<file path="config.mk">
export PLATFORM = sky130hd
export DESIGN_NAME = array_list_insert_delete_find_flat
export DESIGN_NICKNAME = d
export VERILOG_FILES = /design/src/hdl/alidf_pkg.sv /design/src/hdl/alidf_if.sv /design/src/hdl/array_list_insert_delete_find.sv /design/src/flat_wrapper.sv
export SDC_FILE = /design/constraint.sdc
export NUM_CORES = 2
export LEC_CHECK = 0
export ABC_AREA = 1
export CAP_MARGIN = 20
export CORE_ASPECT_RATIO = 1.75
export CORE_MARGIN = 3
export CORE_UTILIZATION = 25
export DETAILED_ROUTE_END_ITERATION = 10
export DONT_BUFFER_PORTS = 1
export PLACE_DENSITY_LB_ADDON = 0.08
export SYNTH_ARGS = -nofsm -noshare
export SYNTH_HDL_FRONTEND = slang
export SYNTH_SLANG_ARGS = --single-unit
</file>
<file path="constraint.sdc">
create_clock -name clk_i -period 12.5 [get_ports clk_i]
set_clock_uncertainty 0.2 [all_clocks]
set_input_delay 2.5 -clock clk_i [delete_from_list [all_inputs] [get_ports clk_i]]
set_output_delay 2.5 -clock clk_i [all_outputs]
set_load 0.02 [all_outputs]
</file>
<file path="src/hdl/alidf_pkg.sv">
// ----------------------------------------------------------------------------
// alidf_pkg
// Shared types and constants of the array list block.
// ----------------------------------------------------------------------------
package alidf_pkg;

  localparam int unsigned DepthDefault = 64;

  localparam int unsigned ReqTypeW  = 2;
  localparam int unsigned PosW      = 6;
  localparam int unsigned ValueW    = 32;
  localparam int unsigned StatusW   = 3;
  localparam int unsigned LengthW   = 7;
  localparam int unsigned CapW      = 7;

  localparam logic [CapW-1:0] CapReset = 7'd64;

  typedef enum logic [ReqTypeW-1:0] {
    REQ_APPEND = 2'd0,
    REQ_INSERT = 2'd1,
    REQ_DELETE = 2'd2,
    REQ_FIND   = 2'd3
  } req_type_e;

  typedef enum logic [StatusW-1:0] {
    ST_OK       = 3'd0,
    ST_FULL     = 3'd1,
    ST_EMPTY    = 3'd2,
    ST_BADPOS   = 3'd3,
    ST_NOTFOUND = 3'd4
  } status_e;

endpackage

</file>
<file path="src/hdl/alidf_if.sv">
// ----------------------------------------------------------------------------
// alidf interfaces
// Request, response and configuration channels with valid/ready handshake.
// ----------------------------------------------------------------------------
interface alidf_req_if
  import alidf_pkg::*;
  ();
  logic                     valid;
  logic                     ready;
  logic [ReqTypeW-1:0]      req_type;
  logic [PosW-1:0]          position;
  logic signed [ValueW-1:0] value;

  modport source (output valid, req_type, position, value, input ready);
  modport sink   (input valid, req_type, position, value, output ready);
endinterface

interface alidf_rsp_if
  import alidf_pkg::*;
  ();
  logic               valid;
  logic               ready;
  logic [StatusW-1:0] status;
  logic [PosW-1:0]    found_position;
  logic               found;
  logic [LengthW-1:0] length;
  logic               is_empty;

  modport source (output valid, status, found_position, found, length, is_empty,
                  input ready);
  modport sink   (input valid, status, found_position, found, length, is_empty,
                  output ready);
endinterface

interface alidf_cfg_if
  import alidf_pkg::*;
  ();
  logic            valid;
  logic            ready;
  logic [CapW-1:0] capacity;

  modport source (output valid, capacity, input ready);
  modport sink   (input valid, capacity, output ready);
endinterface

</file>
<file path="src/hdl/array_list_insert_delete_find.sv">
// ----------------------------------------------------------------------------
// array_list_insert_delete_find
// Ordered list of 32-bit words in a single-port-write memory, with append,
// insert, delete and find run by a small sequencer.
// ----------------------------------------------------------------------------
// The block holds one item at a time: req_i is ready only while idle, and
// the response stays on rsp_o until taken. Append and every refused request
// go straight to the response. Insert at position p moves each entry from the
// end down to p one place back, delete at p moves each entry after p one place
// forward, and find compares entries from position 0 until a hit or the end.
// Once the response is taken the block returns to idle and req_i is ready
// again. The entry memory has a registered read: each moved entry is read and
// then written, and each compared entry is read and then compared.
// Capacity writes are taken at any time and should be issued while idle.
module array_list_insert_delete_find
  import alidf_pkg::*;
#(
  parameter int unsigned DEPTH = DepthDefault
) (
  input  logic        clk_i,
  input  logic        rst_ni,
  alidf_cfg_if.sink   cfg_i,
  alidf_req_if.sink   req_i,
  alidf_rsp_if.source rsp_o
);

  localparam int unsigned AW = $clog2(DEPTH);
  localparam int unsigned CW = $clog2(DEPTH + 1);
  localparam int unsigned XW = (CW > CapW) ? CW : CapW;

  typedef enum logic [3:0] {
    S_IDLE = 4'b0001,
    S_LOOP = 4'b0010,
    S_MOVE = 4'b0100,
    S_OUT  = 4'b1000
  } state_e;

  state_e state_q, state_d;

  logic [CapW-1:0]   cap_q;
  logic [CW-1:0]     count_q, count_d;
  logic [CW-1:0]     idx_q, idx_d;
  req_type_e         req_q, req_d;
  logic [PosW-1:0]   pos_q, pos_d;
  logic [ValueW-1:0] val_q, val_d;
  status_e           status_q, status_d;
  logic              found_q, found_d;

  // entry memory
  logic [ValueW-1:0] mem [DEPTH];
  logic              we, re;
  logic [AW-1:0]     waddr, raddr;
  logic [ValueW-1:0] wdata, rdata_q;

  always_ff @(posedge clk_i) begin
    if (we) begin
      mem[waddr] <= wdata;
    end
  end

  always_ff @(posedge clk_i) begin
    if (re) begin
      rdata_q <= mem[raddr];
    end
  end

  // configuration
  assign cfg_i.ready = 1'b1;

  always_ff @(posedge clk_i or negedge rst_ni) begin
    if (!rst_ni) begin
      cap_q <= CapReset;
    end else if (cfg_i.valid) begin
      cap_q <= cfg_i.capacity;
    end
  end

  logic          full;
  logic [XW-1:0] count_x, pos_in_x, pos_x;
  logic [CW-1:0] idx_m1, idx_p1;

  assign count_x  = XW'(count_q);
  assign pos_in_x = XW'(req_i.position);
  assign pos_x    = XW'(pos_q);
  assign full     = (count_x >= XW'(cap_q)) || (count_q >= CW'(DEPTH));
  assign idx_m1   = idx_q - CW'(1);
  assign idx_p1   = idx_q + CW'(1);

  always_comb begin
    state_d  = state_q;
    count_d  = count_q;
    idx_d    = idx_q;
    req_d    = req_q;
    pos_d    = pos_q;
    val_d    = val_q;
    status_d = status_q;
    found_d  = found_q;
    we       = 1'b0;
    re       = 1'b0;
    waddr    = count_q[AW-1:0];
    raddr    = idx_q[AW-1:0];
    wdata    = req_i.value;

    unique case (state_q)
      S_IDLE: begin
        if (req_i.valid) begin
          req_d    = req_type_e'(req_i.req_type);
          pos_d    = req_i.position;
          val_d    = req_i.value;
          status_d = ST_OK;
          found_d  = 1'b0;
          state_d  = S_OUT;
          unique case (req_type_e'(req_i.req_type))
            REQ_APPEND: begin
              if (full) begin
                status_d = ST_FULL;
              end else begin
                we      = 1'b1;
                count_d = count_q + CW'(1);
              end
            end
            REQ_INSERT: begin
              if (full) begin
                status_d = ST_FULL;
              end else if (pos_in_x > count_x) begin
                status_d = ST_BADPOS;
              end else begin
                idx_d   = count_q;
                state_d = S_LOOP;
              end
            end
            REQ_DELETE: begin
              if (count_q == '0) begin
                status_d = ST_EMPTY;
              end else if (pos_in_x >= count_x) begin
                status_d = ST_BADPOS;
              end else begin
                idx_d   = CW'(req_i.position);
                state_d = S_LOOP;
              end
            end
            REQ_FIND: begin
              if (count_q == '0) begin
                status_d = ST_EMPTY;
              end else begin
                idx_d   = '0;
                state_d = S_LOOP;
              end
            end
            default: state_d = S_OUT;
          endcase
        end
      end

      S_LOOP: begin
        unique case (req_q)
          REQ_INSERT: begin
            if (XW'(idx_q) > pos_x) begin
              re      = 1'b1;
              raddr   = idx_m1[AW-1:0];
              state_d = S_MOVE;
            end else begin
              // drop the new word into the opened slot
              we      = 1'b1;
              waddr   = idx_q[AW-1:0];
              wdata   = val_q;
              count_d = count_q + CW'(1);
              state_d = S_OUT;
            end
          end
          REQ_DELETE: begin
            if (idx_p1 < count_q) begin
              re      = 1'b1;
              raddr   = idx_p1[AW-1:0];
              state_d = S_MOVE;
            end else begin
              count_d = count_q - CW'(1);
              state_d = S_OUT;
            end
          end
          REQ_FIND: begin
            if (idx_q < count_q) begin
              re      = 1'b1;
              raddr   = idx_q[AW-1:0];
              state_d = S_MOVE;
            end else begin
              status_d = ST_NOTFOUND;
              state_d  = S_OUT;
            end
          end
          default: state_d = S_OUT;
        endcase
      end

      S_MOVE: begin
        unique case (req_q)
          REQ_INSERT: begin
            we      = 1'b1;
            waddr   = idx_q[AW-1:0];
            wdata   = rdata_q;
            idx_d   = idx_m1;
            state_d = S_LOOP;
          end
          REQ_DELETE: begin
            we      = 1'b1;
            waddr   = idx_q[AW-1:0];
            wdata   = rdata_q;
            idx_d   = idx_p1;
            state_d = S_LOOP;
          end
          REQ_FIND: begin
            if (rdata_q == val_q) begin
              found_d = 1'b1;
              state_d = S_OUT;
            end else begin
              idx_d   = idx_p1;
              state_d = S_LOOP;
            end
          end
          default: state_d = S_OUT;
        endcase
      end

      S_OUT: begin
        if (rsp_o.ready) begin
          state_d = S_IDLE;
        end
      end

      default: state_d = S_IDLE;
    endcase
  end

  always_ff @(posedge clk_i or negedge rst_ni) begin
    if (!rst_ni) begin
      state_q <= S_IDLE;
      count_q <= '0;
    end else begin
      state_q <= state_d;
      count_q <= count_d;
    end
  end

  always_ff @(posedge clk_i) begin
    idx_q    <= idx_d;
    req_q    <= req_d;
    pos_q    <= pos_d;
    val_q    <= val_d;
    status_q <= status_d;
    found_q  <= found_d;
  end

  assign req_i.ready          = (state_q == S_IDLE);
  assign rsp_o.valid          = (state_q == S_OUT);
  assign rsp_o.status         = status_q;
  assign rsp_o.found          = found_q;
  assign rsp_o.found_position = found_q ? PosW'(idx_q) : '0;
  assign rsp_o.length         = LengthW'(count_q);
  assign rsp_o.is_empty       = (count_q == '0);

endmodule

</file>
<file path="src/flat_wrapper.sv">
// flat-port wrapper written by rule: the top's interface ports become plain ports
module array_list_insert_delete_find_flat import alidf_pkg::*;
#(
  parameter int unsigned DEPTH = DepthDefault
)
  (clk_i, rst_ni, cfg_i_valid, cfg_i_capacity, cfg_i_ready, req_i_valid, req_i_req_type, req_i_position, req_i_value, req_i_ready, rsp_o_valid, rsp_o_status, rsp_o_found_position, rsp_o_found, rsp_o_length, rsp_o_is_empty, rsp_o_ready);
  alidf_cfg_if cfg_i_i ();
  alidf_req_if req_i_i ();
  alidf_rsp_if rsp_o_i ();
  input  logic clk_i;
  input  logic rst_ni;
  input wire logic [$bits(cfg_i_i.valid)-1:0] cfg_i_valid;
  input wire logic [$bits(cfg_i_i.capacity)-1:0] cfg_i_capacity;
  output wire logic [$bits(cfg_i_i.ready)-1:0] cfg_i_ready;
  input wire logic [$bits(req_i_i.valid)-1:0] req_i_valid;
  input wire logic [$bits(req_i_i.req_type)-1:0] req_i_req_type;
  input wire logic [$bits(req_i_i.position)-1:0] req_i_position;
  input wire logic [$bits(req_i_i.value)-1:0] req_i_value;
  output wire logic [$bits(req_i_i.ready)-1:0] req_i_ready;
  output wire logic [$bits(rsp_o_i.valid)-1:0] rsp_o_valid;
  output wire logic [$bits(rsp_o_i.status)-1:0] rsp_o_status;
  output wire logic [$bits(rsp_o_i.found_position)-1:0] rsp_o_found_position;
  output wire logic [$bits(rsp_o_i.found)-1:0] rsp_o_found;
  output wire logic [$bits(rsp_o_i.length)-1:0] rsp_o_length;
  output wire logic [$bits(rsp_o_i.is_empty)-1:0] rsp_o_is_empty;
  input wire logic [$bits(rsp_o_i.ready)-1:0] rsp_o_ready;
  assign cfg_i_i.valid = cfg_i_valid;
  assign cfg_i_i.capacity = cfg_i_capacity;
  assign cfg_i_ready = cfg_i_i.ready;
  assign req_i_i.valid = req_i_valid;
  assign req_i_i.req_type = req_i_req_type;
  assign req_i_i.position = req_i_position;
  assign req_i_i.value = req_i_value;
  assign req_i_ready = req_i_i.ready;
  assign rsp_o_valid = rsp_o_i.valid;
  assign rsp_o_status = rsp_o_i.status;
  assign rsp_o_found_position = rsp_o_i.found_position;
  assign rsp_o_found = rsp_o_i.found;
  assign rsp_o_length = rsp_o_i.length;
  assign rsp_o_is_empty = rsp_o_i.is_empty;
  assign rsp_o_i.ready = rsp_o_ready;
  array_list_insert_delete_find #(.DEPTH(DEPTH)) u_core (.clk_i(clk_i), .rst_ni(rst_ni), .cfg_i(cfg_i_i), .req_i(req_i_i), .rsp_o(rsp_o_i));
endmodule
</file>
==> flow_metrics.py <==
metrics = {
    "place": {
        "hpwl_um": 193300,
        "portBuffers": 0,
        "dp_cells": 13260,
        "pre_cts_ws_ns": 5.196,
        "gp_congestion": 0.8074,
    },
    "yosys": {
        "synth.distinct_cells": 48,
        "synth_flop_cell": "edfxtp_1",
        "synth_top_area_share_pct": 66.57,
        "async_flop_share_pct": 0.8376,
        "yosys.area.top_type": "edfxtp_1",
        "synth-seq-cells": 2149,
        "ys_top_cells_by_area": "edfxtp_1, nand3_1, nand3b_1",
        "ys_warn_count": 0,
        "synth_enable_flop_cells": 2131,
        "syn-instance-count": 8666,
        "synth_seq_area_share_pct": 67.04,
        "syn_area_um2": 96120,
        "synth_nets": 8758,
        "syn_area_per_cell_um2": 11.09,
    },
    "floorplanning": {
        "pin_count": 73,
        "die_y_um": 826.3,
        "core_um2": 382100,
        "die_w_um": 474.7,
        "start_util_pct": 25.16,
        "rows": 300,
        "die_area_um2": 392300,
    },
    "detailed_routing": {
        "drtAntennaViolNets": 0,
        "viasPerCell": 4.716,
        "wirelength_um": 362600,
        "drc_errors": 0,
        "drt_iter0_drc": 4902,
        "wire_per_inst_um": 26.53,
        "firstDrtPassIters": 6,
        "vias": 64470,
    },
    "grt": {
        "grt_usage_pct": 18.10,
        "grt_pass1_vias": 64530,
        "antenna_found_initial": 11,
        "overflow": 0,
        "grt_max_degree": 178,
        "grt_pass1_wl_um": 513700,
    },
    "clock_network": {
        "cts-root-buf": "clkbuf_16",
        "cts.path.max_buffers": 4,
        "cts_setup_buffers": 0,
        "hold_buffers": 0,
        "numCtsBuffers": 223,
        "clkTransAtPathRegs_ns": 0.07,
        "h-tree-depth": 4,
        "cts_resized": 0,
        "cts_tree": "done",
        "cts_num_sinks": 2149,
        "clk_latency_ns": 0.92,
    },
    "worst_setup_path": {
        "path_max_fanout": 105,
        "endpoint_kind": "flop",
        "crit_type": "reg -> reg",
        "worst_ep_required_time_ns": 13.04,
        "crit_arrival_ns": 7.75,
        "setup.worst_path.start_class": "flop",
    },
    "layout": {
        "area_growth_pct": 13.38,
        "final_cells": 13670,
        "final_nets": 8589,
        "mostFrequentLayoutCells": "nand3_1, edfxtp_1, nand2_1",
        "final_common_cell": "nand3_1",
        "drive_gt1_share_pct": 7.187,
    },
    "power_and_ir_drop": {
        "leakage_uw": 0.04057,
        "p_total_uw": 20890,
        "ir_drop_mv": 0.1324,
        "power_density_nw_per_um2": 191.7,
    },
    "timing": {
        "slew_viol_final": 0,
        "fmax_ghz": 0.1388,
        "fin_crit_ns": 7.206,
        "hold_viol_final": 0,
        "slew_headroom_pct": 19.01,
        "min_period_over_period_pct": 57.65,
        "setup_ws_ns": 5.294,
        "setup_tns_ns": 0,
        "whs_ns": 0.3251,
        "rsz0062_at_grt": "no",
        "tightestPinTransition_ns": 1.215,
        "setup-violations-final": 0,
    },
    "run": {
        "drv_cap": 0,
    },
    "outcome": {
        "status": "finished, final reports clean",
    },
    "min_path": {
        "min_path_type": "reg -> reg",
    },
}
## Yosys cell counts (2+ instances only)
| cell type | count |
|---|---|
| nand3_1 | 2264 |
| edfxtp_1 | 2131 |
| nand2_1 | 1321 |
| inv_1 | 1232 |
| nand3b_1 | 763 |
| buf_2 | 359 |
| clkbuf_1 | 143 |
| nor2_1 | 108 |
| buf_1 | 61 |
| nand4_1 | 42 |
| ha_1 | 40 |
| xnor2_1 | 30 |
| o21ai_0 | 26 |
| a21oi_1 | 21 |
| buf_4 | 16 |
| dfrtp_1 | 16 |
| xor2_1 | 15 |
| nor3_1 | 7 |
| a211oi_1 | 6 |
| a221oi_1 | 5 |
| inv_2 | 5 |
| nand2_4 | 4 |
| nor4_1 | 4 |
| o211ai_1 | 4 |
| o21ai_1 | 4 |
| o221ai_1 | 4 |
| a31oi_1 | 3 |
| nand2_2 | 3 |
| nand3_2 | 3 |
| buf_6 | 2 |
| clkinv_1 | 2 |
| dfstp_2 | 2 |
| mux2_2 | 2 |
| o31ai_1 | 2 |
| o41ai_1 | 2 |
| or2_2 | 2 |
## per-stage QoR
step / instance area (µm²) / utilization [%]
after floorplan: 96120 / -
after global placement: 102100 / 26.71
after detailed placement: 102100 / 26.72
after CTS: 108900 / 28.51
after global routing: 109000 / 28.51
final: 109000 / 28.52
## power breakdown
group | switching [µW] | internal, µW | total, µW
combinational | 4530 | 1470 | 6000
sequential | 131 | 8160 | 8290
clock | 3000 | 3600 | 6600
total | 7660 | 13200 | 20900
## critical path, stage by stage (launching register included)
cell and delay [ns]:
edfxtp_1 0.72, ha_1 0.24, nand3_1 0.12, nor3_1 0.25, xor2_1 0.22, ha_1 0.27, a21o_1 0.19, nor2_1 0.17
nand2_2 0.12, nand2_1 0.11, nand3_2 0.17, nand2_1 0.23, nand2_8 0.36, inv_16 0.53, buf_4 0.77, buf_4 0.81
nand3_1 0.16, nand3_1 0.14, nand3_1 0.12, nand3_1 0.17, nand3_1 0.37, nand2_1 0.25
## per-layer routing
layer | share of wire [%] | wire [µm] | global-route usage, % | vias up
met2 | 52 | 189300 | 33.23 | 1218
li1 | - | - | - | 29580
met1 | 42 | 152100 | 22.48 | 33270
met5 | 0 | 0 | 0 | -
met4 | 2.7 | 9765 | 4.846 | 0
met3 | 3.2 | 11480 | 1.687 | 402
## state kept, by name, indices dropped and copies added, names as in the netlist
signal,cells
u_core.mem,2048
u_core.rdata_q,32
u_core.val_q,32
u_core.cap_q,7
u_core.idx_q,7
u_core.rsp_o.length,7
u_core.pos_q,6
u_core.state_q,4
u_core.rsp_o.status,3
u_core.req_q,2
u_core.rsp_o.found,1
## path summary, 6_finish.rpt
check	start	endpoint	slack, ns	cells after the start
min in group asynchronous	rst_ni	u_core.rsp_o.length[1]	1.09	0
setup reg to reg	u_core.idx_q[0]	u_core.rdata_q[6]	5.29	21
hold / removal	u_core.cap_q[0]	u_core.cap_q[0]	0.33	1
max in group asynchronous	rst_ni	u_core.state_q[0]	10.83	0
hold reg to reg	u_core.cap_q[0]	u_core.cap_q[0]	0.33	1
setup / recovery	u_core.idx_q[0]	u_core.rdata_q[6]	5.29	21
## cell type report
| cell class | instances | area [µm²] |
|---|---|---|
| Clock inverter | 122 | 887.1 |
| Fill cell | 39440 | 273100 |
| Inverter | 1240 | 4692 |
| Antenna cell | 17 | 42.54 |
| Tap cell | 4983 | 6235 |
| Clock buffer | 275 | 5951 |
| Multi-Input combinational cell | 4696 | 25100 |
| Timing Repair Buffer | 187 | 1629 |
| Sequential cell | 2149 | 64440 |
## kinds of logic after synthesis
family	count (synthesis)	synth area share, %
flip-flops	2149	67.04
XOR/XNOR	45	0.4100
adder cells (fa/ha/maj)	40	0.5207
other	1	0.003901
buffers and inverters	1821	7.659
AO/OA/AOI/OAI	82	0.5220
multiplexers	2	0.02343
AND/OR/NAND/NOR	4526	23.82
Note: power is estimated with default switching activity, not from simulation.
